==> src/hw/rtl/mck_pkg.sv <==
// mck_pkg: shared types, constants and the character-to-pattern table
// of the morse character keyer; depends on nothing
`timescale 1ns / 1ps

package mck_pkg;

  localparam int unsigned CharWidth     = 8;
  localparam int unsigned UnitWidth     = 10;
  localparam int unsigned OnWidth       = 12;
  localparam int unsigned OffWidth      = 13;
  localparam int unsigned MaxElems      = 5;
  localparam int unsigned LenWidth      = $clog2(MaxElems + 1);

  localparam logic [UnitWidth-1:0] TimeUnitReset = 10'd60;

  // element lengths in time units
  localparam logic [1:0] DotOnUnits    = 2'd1;
  localparam logic [1:0] DashOnUnits   = 2'd3;
  localparam logic [2:0] DotOffUnits   = 3'd2;
  localparam logic [2:0] DashOffUnits  = 3'd4;
  localparam logic [2:0] CharGapUnits  = 3'd3;
  localparam logic [2:0] WordGapUnits  = 3'd7;

  // case folding: lower-case letters sit this far above upper-case ones
  localparam logic [CharWidth-1:0] CaseOffset = 8'd32;

  // keying pattern of one character, first element in the msb, 1 = dash
  typedef struct packed {
    logic                space;
    logic [LenWidth-1:0] len;
    logic [MaxElems-1:0] dash;
  } pat_t;

  // one element handed from the pattern stage to the output stage
  typedef struct packed {
    logic space;
    logic dash;
    logic last;
  } elem_t;

  function automatic pat_t char_to_pat(input logic [CharWidth-1:0] code);
    logic [CharWidth-1:0] up;
    pat_t                 p;
    up = code;
    if (code >= "a" && code <= "z") begin
      up = code - CaseOffset;
    end
    p = '{space: 1'b0, len: '0, dash: '0};
    unique case (up)
      " ": p = '{space: 1'b1, len: 3'd1, dash: 5'b00000};
      "A": p = '{space: 1'b0, len: 3'd2, dash: 5'b01000};
      "B": p = '{space: 1'b0, len: 3'd4, dash: 5'b10000};
      "C": p = '{space: 1'b0, len: 3'd4, dash: 5'b10100};
      "D": p = '{space: 1'b0, len: 3'd3, dash: 5'b10000};
      "E": p = '{space: 1'b0, len: 3'd1, dash: 5'b00000};
      "F": p = '{space: 1'b0, len: 3'd4, dash: 5'b00100};
      "G": p = '{space: 1'b0, len: 3'd3, dash: 5'b11000};
      "H": p = '{space: 1'b0, len: 3'd4, dash: 5'b00000};
      "I": p = '{space: 1'b0, len: 3'd2, dash: 5'b00000};
      "J": p = '{space: 1'b0, len: 3'd4, dash: 5'b01110};
      "K": p = '{space: 1'b0, len: 3'd3, dash: 5'b10100};
      "L": p = '{space: 1'b0, len: 3'd4, dash: 5'b01000};
      "M": p = '{space: 1'b0, len: 3'd2, dash: 5'b11000};
      "N": p = '{space: 1'b0, len: 3'd2, dash: 5'b10000};
      "O": p = '{space: 1'b0, len: 3'd3, dash: 5'b11100};
      "P": p = '{space: 1'b0, len: 3'd4, dash: 5'b01100};
      "Q": p = '{space: 1'b0, len: 3'd4, dash: 5'b11010};
      "R": p = '{space: 1'b0, len: 3'd3, dash: 5'b01000};
      "S": p = '{space: 1'b0, len: 3'd3, dash: 5'b00000};
      "T": p = '{space: 1'b0, len: 3'd1, dash: 5'b10000};
      "U": p = '{space: 1'b0, len: 3'd3, dash: 5'b00100};
      "V": p = '{space: 1'b0, len: 3'd4, dash: 5'b00010};
      "W": p = '{space: 1'b0, len: 3'd3, dash: 5'b01100};
      "X": p = '{space: 1'b0, len: 3'd4, dash: 5'b10010};
      "Y": p = '{space: 1'b0, len: 3'd4, dash: 5'b10110};
      "Z": p = '{space: 1'b0, len: 3'd4, dash: 5'b11000};
      "0": p = '{space: 1'b0, len: 3'd5, dash: 5'b11111};
      "1": p = '{space: 1'b0, len: 3'd5, dash: 5'b01111};
      "2": p = '{space: 1'b0, len: 3'd5, dash: 5'b00111};
      "3": p = '{space: 1'b0, len: 3'd5, dash: 5'b00011};
      "4": p = '{space: 1'b0, len: 3'd5, dash: 5'b00001};
      "5": p = '{space: 1'b0, len: 3'd5, dash: 5'b00000};
      "6": p = '{space: 1'b0, len: 3'd5, dash: 5'b10000};
      "7": p = '{space: 1'b0, len: 3'd5, dash: 5'b11000};
      "8": p = '{space: 1'b0, len: 3'd5, dash: 5'b11100};
      "9": p = '{space: 1'b0, len: 3'd5, dash: 5'b11110};
      default: p = '{space: 1'b0, len: '0, dash: '0};
    endcase
    return p;
  endfunction

endpackage

==> src/hw/rtl/mck_char_stage.sv <==
// mck_char_stage: input register holding the keying pattern of the current
// character and stepping through its elements; depends on mck_pkg
`timescale 1ns / 1ps

module mck_char_stage (
  input  logic                          clk_i,
  input  logic                          rst_ni,
  input  logic                          char_valid_i,
  output logic                          char_ready_o,
  input  logic [mck_pkg::CharWidth-1:0] char_code_i,
  input  logic                          advance_i,
  output logic                          elem_valid_o,
  output mck_pkg::elem_t                elem_o
);

  mck_pkg::pat_t                       pat;
  logic                                accept;
  logic                                on_last;
  logic                                pat_valid_q, pat_valid_d;
  logic [mck_pkg::LenWidth-1:0]        left_q, left_d;
  logic [mck_pkg::MaxElems-1:0]        dash_q, dash_d;
  logic                                space_q, space_d;

  assign pat     = mck_pkg::char_to_pat(char_code_i);
  assign on_last = (left_q == mck_pkg::LenWidth'(1));

  // free when empty or when the final element leaves this cycle
  assign char_ready_o = !pat_valid_q || (advance_i && on_last);
  assign accept       = char_valid_i && char_ready_o;

  always_comb begin
    pat_valid_d = pat_valid_q;
    left_d      = left_q;
    dash_d      = dash_q;
    space_d     = space_q;
    if (accept) begin
      // unknown characters have no elements and leave the stage empty
      pat_valid_d = (pat.len != '0);
      left_d      = pat.len;
      dash_d      = pat.dash;
      space_d     = pat.space;
    end else if (advance_i) begin
      pat_valid_d = !on_last;
      left_d      = left_q - mck_pkg::LenWidth'(1);
      dash_d      = {dash_q[mck_pkg::MaxElems-2:0], 1'b0};
    end
  end

  always_ff @(posedge clk_i or negedge rst_ni) begin
    if (!rst_ni) begin
      pat_valid_q <= 1'b0;
    end else begin
      pat_valid_q <= pat_valid_d;
    end
  end

  always_ff @(posedge clk_i) begin
    left_q  <= left_d;
    dash_q  <= dash_d;
    space_q <= space_d;
  end

  assign elem_valid_o = pat_valid_q;
  assign elem_o       = '{space: space_q, dash: dash_q[mck_pkg::MaxElems-1], last: on_last};

endmodule

==> src/hw/rtl/mck_elem_stage.sv <==
// mck_elem_stage: scales one element by the time unit into the result
// register; depends on mck_pkg
`timescale 1ns / 1ps

module mck_elem_stage (
  input  logic                          clk_i,
  input  logic                          rst_ni,
  input  logic                          elem_valid_i,
  input  mck_pkg::elem_t                elem_i,
  output logic                          advance_o,
  input  logic [mck_pkg::UnitWidth-1:0] time_unit_i,
  output logic                          elem_valid_o,
  input  logic                          elem_ready_i,
  output logic [mck_pkg::OnWidth-1:0]   on_time_o,
  output logic [mck_pkg::OffWidth-1:0]  off_time_o,
  output logic                          last_element_o
);

  logic [1:0]                    on_units;
  logic [2:0]                    off_units;
  logic                          out_valid_q, out_valid_d;
  logic [mck_pkg::OnWidth-1:0]   on_time_q, on_time_d;
  logic [mck_pkg::OffWidth-1:0]  off_time_q, off_time_d;
  logic                          last_q, last_d;

  assign advance_o = elem_valid_i && (!out_valid_q || elem_ready_i);

  always_comb begin
    if (elem_i.space) begin
      on_units  = 2'd0;
      off_units = mck_pkg::WordGapUnits;
    end else begin
      on_units  = elem_i.dash ? mck_pkg::DashOnUnits : mck_pkg::DotOnUnits;
      off_units = (elem_i.dash ? mck_pkg::DashOffUnits : mck_pkg::DotOffUnits)
                + (elem_i.last ? mck_pkg::CharGapUnits : 3'd0);
    end
  end

  always_comb begin
    out_valid_d = out_valid_q;
    on_time_d   = on_time_q;
    off_time_d  = off_time_q;
    last_d      = last_q;
    if (advance_o) begin
      out_valid_d = 1'b1;
      on_time_d   = mck_pkg::OnWidth'(on_units) * mck_pkg::OnWidth'(time_unit_i);
      off_time_d  = mck_pkg::OffWidth'(off_units) * mck_pkg::OffWidth'(time_unit_i);
      last_d      = elem_i.last;
    end else if (elem_ready_i) begin
      out_valid_d = 1'b0;
    end
  end

  always_ff @(posedge clk_i or negedge rst_ni) begin
    if (!rst_ni) begin
      out_valid_q <= 1'b0;
    end else begin
      out_valid_q <= out_valid_d;
    end
  end

  always_ff @(posedge clk_i) begin
    on_time_q  <= on_time_d;
    off_time_q <= off_time_d;
    last_q     <= last_d;
  end

  assign elem_valid_o   = out_valid_q;
  assign on_time_o      = on_time_q;
  assign off_time_o     = off_time_q;
  assign last_element_o = last_q;

endmodule

==> src/hw/rtl/morse_character_keyer_core.sv <==
// morse_character_keyer_core: top level of the morse character keyer
// depends on mck_pkg, mck_char_stage and mck_elem_stage
`timescale 1ns / 1ps

// usage
// - char channel (char_valid_i / char_ready_o / char_code_i) takes one ascii
//   character per transaction; letters in either case, digits and space
// - elem channel (elem_valid_o / elem_ready_i) gives one keying element per
//   transaction: on_time_o, off_time_o in timer ticks, last_element_o on the
//   final element of the character
// - time_unit_we_i writes time_unit_wdata_i into the unit length register;
//   write only while no character is in flight
// - the first element passes the pattern register, which loads at the
//   accepting edge, and then the result register, which loads from it once
//   the result register is free or its element is taken
// - throughput: one element per cycle while elem_ready_i stays high; a
//   character holds the pattern register until its final element leaves,
//   and a new char can be taken as it leaves; a space gives one element, an
//   unknown character gives no element
// - a stalled receiver holds the result register, and the pattern register
//   waits behind it; char_ready_o drops once the pattern register is busy
// - reset empties both registers and sets the unit length to 60 ticks
module morse_character_keyer_core (
  input  logic                          clk_i,
  input  logic                          rst_ni,
  input  logic                          char_valid_i,
  output logic                          char_ready_o,
  input  logic [mck_pkg::CharWidth-1:0] char_code_i,
  input  logic                          time_unit_we_i,
  input  logic [mck_pkg::UnitWidth-1:0] time_unit_wdata_i,
  output logic                          elem_valid_o,
  input  logic                          elem_ready_i,
  output logic [mck_pkg::OnWidth-1:0]   on_time_o,
  output logic [mck_pkg::OffWidth-1:0]  off_time_o,
  output logic                          last_element_o
);

  // unit length register
  logic [mck_pkg::UnitWidth-1:0] time_unit_q;

  // hand-off between the pattern stage and the result stage
  logic           elem_valid;
  mck_pkg::elem_t elem;
  logic           advance;

  always_ff @(posedge clk_i or negedge rst_ni) begin
    if (!rst_ni) begin
      time_unit_q <= mck_pkg::TimeUnitReset;
    end else if (time_unit_we_i) begin
      time_unit_q <= time_unit_wdata_i;
    end
  end

  // pattern lookup and element stepping
  mck_char_stage u_char_stage (
    .clk_i        (clk_i),
    .rst_ni       (rst_ni),
    .char_valid_i (char_valid_i),
    .char_ready_o (char_ready_o),
    .char_code_i  (char_code_i),
    .advance_i    (advance),
    .elem_valid_o (elem_valid),
    .elem_o       (elem)
  );

  // scaling by the time unit into the result register
  mck_elem_stage u_elem_stage (
    .clk_i          (clk_i),
    .rst_ni         (rst_ni),
    .elem_valid_i   (elem_valid),
    .elem_i         (elem),
    .advance_o      (advance),
    .time_unit_i    (time_unit_q),
    .elem_valid_o   (elem_valid_o),
    .elem_ready_i   (elem_ready_i),
    .on_time_o      (on_time_o),
    .off_time_o     (off_time_o),
    .last_element_o (last_element_o)
  );

endmodule

==> config.mk <==
export PLATFORM = sky130hd
export DESIGN_NAME = morse_character_keyer_core
export DESIGN_NICKNAME = d
export VERILOG_FILES = /design/src/hw/rtl/mck_pkg.sv /design/src/hw/rtl/mck_char_stage.sv /design/src/hw/rtl/mck_elem_stage.sv /design/src/hw/rtl/morse_character_keyer_core.sv
export SDC_FILE = /design/constraint.sdc
export NUM_CORES = 1
export LEC_CHECK = 0
export BUFFER_PORTS_ARGS = -buffer_cell sky130_fd_sc_hd__clkbuf_2
export CORE_ASPECT_RATIO = 1.2
export CORE_UTILIZATION = 47
export DETAILED_ROUTE_END_ITERATION = 10
export GPL_TIMING_DRIVEN = 0
export PLACE_DENSITY = 0.67
export SLEW_MARGIN = 20
export SYNTH_ARGS = -nofsm -noshare
export SYNTH_HDL_FRONTEND = slang
export SYNTH_HIERARCHICAL = 1
export SYNTH_SLANG_ARGS = --single-unit
==> constraint.sdc <==
create_clock -name clk_i -period 4.8 [get_ports clk_i]
set_input_delay 0.96 -clock clk_i [delete_from_list [all_inputs] [get_ports clk_i]]
set_output_delay 0.96 -clock clk_i [all_outputs]
set_load 0.05 [all_outputs]
==> metrics <==
Max VDD drop 0.2764 mV; dpl hpwl 5.906 mm; top cell type's share of synthesized area a little over a quarter; critical path endpoint category flop; Initial Utilization 49.55%; H-tree Lvls 2; HP Start u_char_stage/elem_valid_o; WP buf/inv 5; final net count 496; Die X 84.98 um; Reg clk slew, reported paths 0.09 ns; critical path's top delay family adder cells; final worst slack 0.7425 ns; Unique masters post-synth 65; setup_tns 0 ns; Hold Crit Class reg -> reg; FF+latch area 1356 um2; Area Overhead vs Synth 11.66%; pwr/cell area 588.5 nW/um2; GRT Overall Usage 18.91%; failing checks design-rule violations; dpl cells 516; WP depth 18; sum of routed wire length over all layers 7.460 mm; CTS tree yes; ys flop type edfxtp_1; drt wl/cell 14.24 um; RSZ-0062 raised after global routing false; Post-Layout Cell Count 524; R2R Path End u_elem_stage/off_time_o[12]; die area 8632 um2; Hold Path Depth 1; most frequent cells after synthesis nand2_1 (39), edfxtp_1 (35), inv_1 (33); Hold Buf Count CTS 0; Resized Gates After CTS 0; relative slew slack between 50% and 60%; post-synthesis cell count 378; Synth Area per Inst 10.27 um2; met3 wire len roughly 230 um; Max stage delay on crit path 0.52 ns; Skew-Pair Late Insertion Delay around 0.30 ns; Final Hold Fails 0; Worst-Margin Slew 0.6449 ns; TritonCTS Buffers 5; area of the multi-input gates 2242 um2; CP arrival 4.12 ns; largest net degree at the start of global routing 30; Post-synth EDFFs 35; Row Count 35; post-synthesis cell area between 3000 and 4000 um2; clock skew 0.01042 ns; top post-synthesis cells by area edfxtp_1 (27%), ha_1 (10%), dfrtp_1 (5.2%), fa_1 (5.2%), mux2_4 (3.9%); fraction of synthesis flops using an asynchronous set or reset pin 25.53%; DR top layer met4; Setup CP Type reg -> reg; initial antenna violation count 0; Max clock buf depth 2; total of max-cap violations 0; Die Y about 100 um; Vias/cell 5.452; min Tclk post-route 4.058 ns; Hold WS 0.5193 ns; Ports roughly 50; yosys warns 6; setup slack, reg-to-reg 0.74 ns; Filler cells 692; Synth Register Bits 47; CP max-delay cell a2111oi_2; Clk Tree Root Cell clkbuf_8; Post-route DRC 7; R2R cell count 18; WL met1 3.214 mm; Setup Buffers After CTS 0; WL met2 3.864 mm; Critical Path Source u_char_stage/left_q[1]; fraction of layout cells with a size suffix above 1 roughly 23%; Pre-antenna DRT Iters 7; CP required 4.86 ns; Setup-failing EPs final 0; clk sinks 47; DR iter-0 viols approximately 120; cell leakage power 0.001985 uW; status finished, violations left; CP Cell Sequence inv_1 -> ha_1 -> nor2b_1 -> buf_4 -> inv_1 -> ha_1 -> nand2b_1 -> clkbuf_1 -> and2_1 -> fa_1 -> ha_1 -> inv_1 -> fa_1 -> nand2b_1 -> a21oi_1 -> a2111oi_2 -> o21ai_1 -> a21o_1; port bufs 46; dpl ws 0.7795 ns; Critical R2R Launch u_char_stage/left_q[1]; Seq/Total Area, Yosys 34.92%; crit path max fanout 10; period utilisation layout 84.53%; Antenna Cells 0; Critical Path Start Type flop; Syn Nets 443; core region area roughly 7800 um2; f_max around 250 MHz; hold endpoint u_elem_stage/elem_valid_o; vias in the first global route 2841; post-route ant nets 0; vias 2857; Synth area leader edfxtp_1; grt ovf 0; count leader, synth nand2_1; max-slew violation count 0; first-pass GRT wire length 12.96 mm; global placer's final weighted congestion 0.9200
logic make-up after synthesis:
logic type | synth area share (%)
AO/OA/AOI/OAI | 16.17
XOR/XNOR | 3.834
adder cells (fa/ha/maj) | 15.46
buffers and inverters | 7.377
flip-flops | 34.92
multiplexers | 5.509
AND/OR/NAND/NOR | 16.72
final cells by class:
cell class	instances	area share (%)
sequential	47	31.28
clock buffer	7	1.760
timing repair buffer	46	5.309
buffer	19	3.751
inverter	33	2.856
tap	92	2.654
multi-input combinational	279	51.70
clock inverter	1	0.6924
metal layers:
layer / GRT usage, % / vias up
li1: - / 1425
met1: 22.27 / 1354
met2: 35.11 / 62
met3: 3.015 / 16
met4: 6.128 / 0
met5: 0 / -
metrics by stage:
stage / utilization [%] / cell area, um2 / total power, uW
2_1_floorplan: - / 3884 / 1995
3_3_place_gp: 53.95 / 4229 / 2264
3_5_place_dp: 53.97 / 4230 / 2291
4_1_cts: 55.32 / 4337 / 2585
5_1_grt: 55.32 / 4337 / 2781
6_report: 55.32 / 4337 / 2552
power by group:
part	switching (uW)	leakage, uW	internal (uW)	total [uW]
combinational	994	0.00145	527	1520
clock	131	0.0000524	156	287
sequential	51.4	0.000479	693	744
total	1180	0.00199	1380	2550
worst register-to-register path, stage by stage (launching register included):
cell       delay, ns
edfxtp_1        0.37
inv_1           0.08
ha_1            0.13
nor2b_1         0.15
buf_4           0.14
inv_1           0.04
ha_1            0.27
nand2b_1        0.07
clkbuf_1        0.32
and2_1          0.22
fa_1            0.43
ha_1            0.23
inv_1           0.08
fa_1            0.20
nand2b_1        0.15
a21oi_1         0.09
a2111oi_2       0.52
o21ai_1         0.13
a21o_1          0.20
worst max-delay path by stage:
stage	end
after CTS	u_elem_stage/off_time_o[12]
after global routing	u_elem_stage/off_time_o[10]
final	u_elem_stage/off_time_o[12]
after global placement	u_elem_stage/off_time_o[12]
after detailed placement	u_elem_stage/off_time_o[12]
after floorplan	u_elem_stage/off_time_o[12]
cells in the final DEF (no fill, tap or decap), types with 3 or more instances in the layout:
master	instances
clkbuf_2	46
nand2_1	39
edfxtp_1	35
inv_1	33
ha_1	32
a21oi_1	26
and2_1	19
nor2b_1	13
nor2_1	13
xnor2_1	11
mux2_4	10
nand3_1	10
fa_1	10
clkbuf_8	9
nand2b_1	9
dfrtp_1	8
o21ai_0	8
clkbuf_1	7
a211oi_1	6
a21o_1	6
xor2_1	6
buf_6	4
dfstp_2	4
and3_1	4
and2_2	3
mux2i_1	3
nor3_1	3
buf_4	3
flip-flops by register name (all words and copies together), names as in the netlist:
signal and flops:
time_unit_q 10, u_char_stage/dash_q 5, u_char_stage/elem_valid_o 1, u_char_stage/left_q 3, u_char_stage/space_q 1, u_elem_stage/elem_valid_o 1
u_elem_stage/last_element_o 1, u_elem_stage/off_time_o 13, u_elem_stage/on_time_o 12
Power figures use the tool's default switching activity.
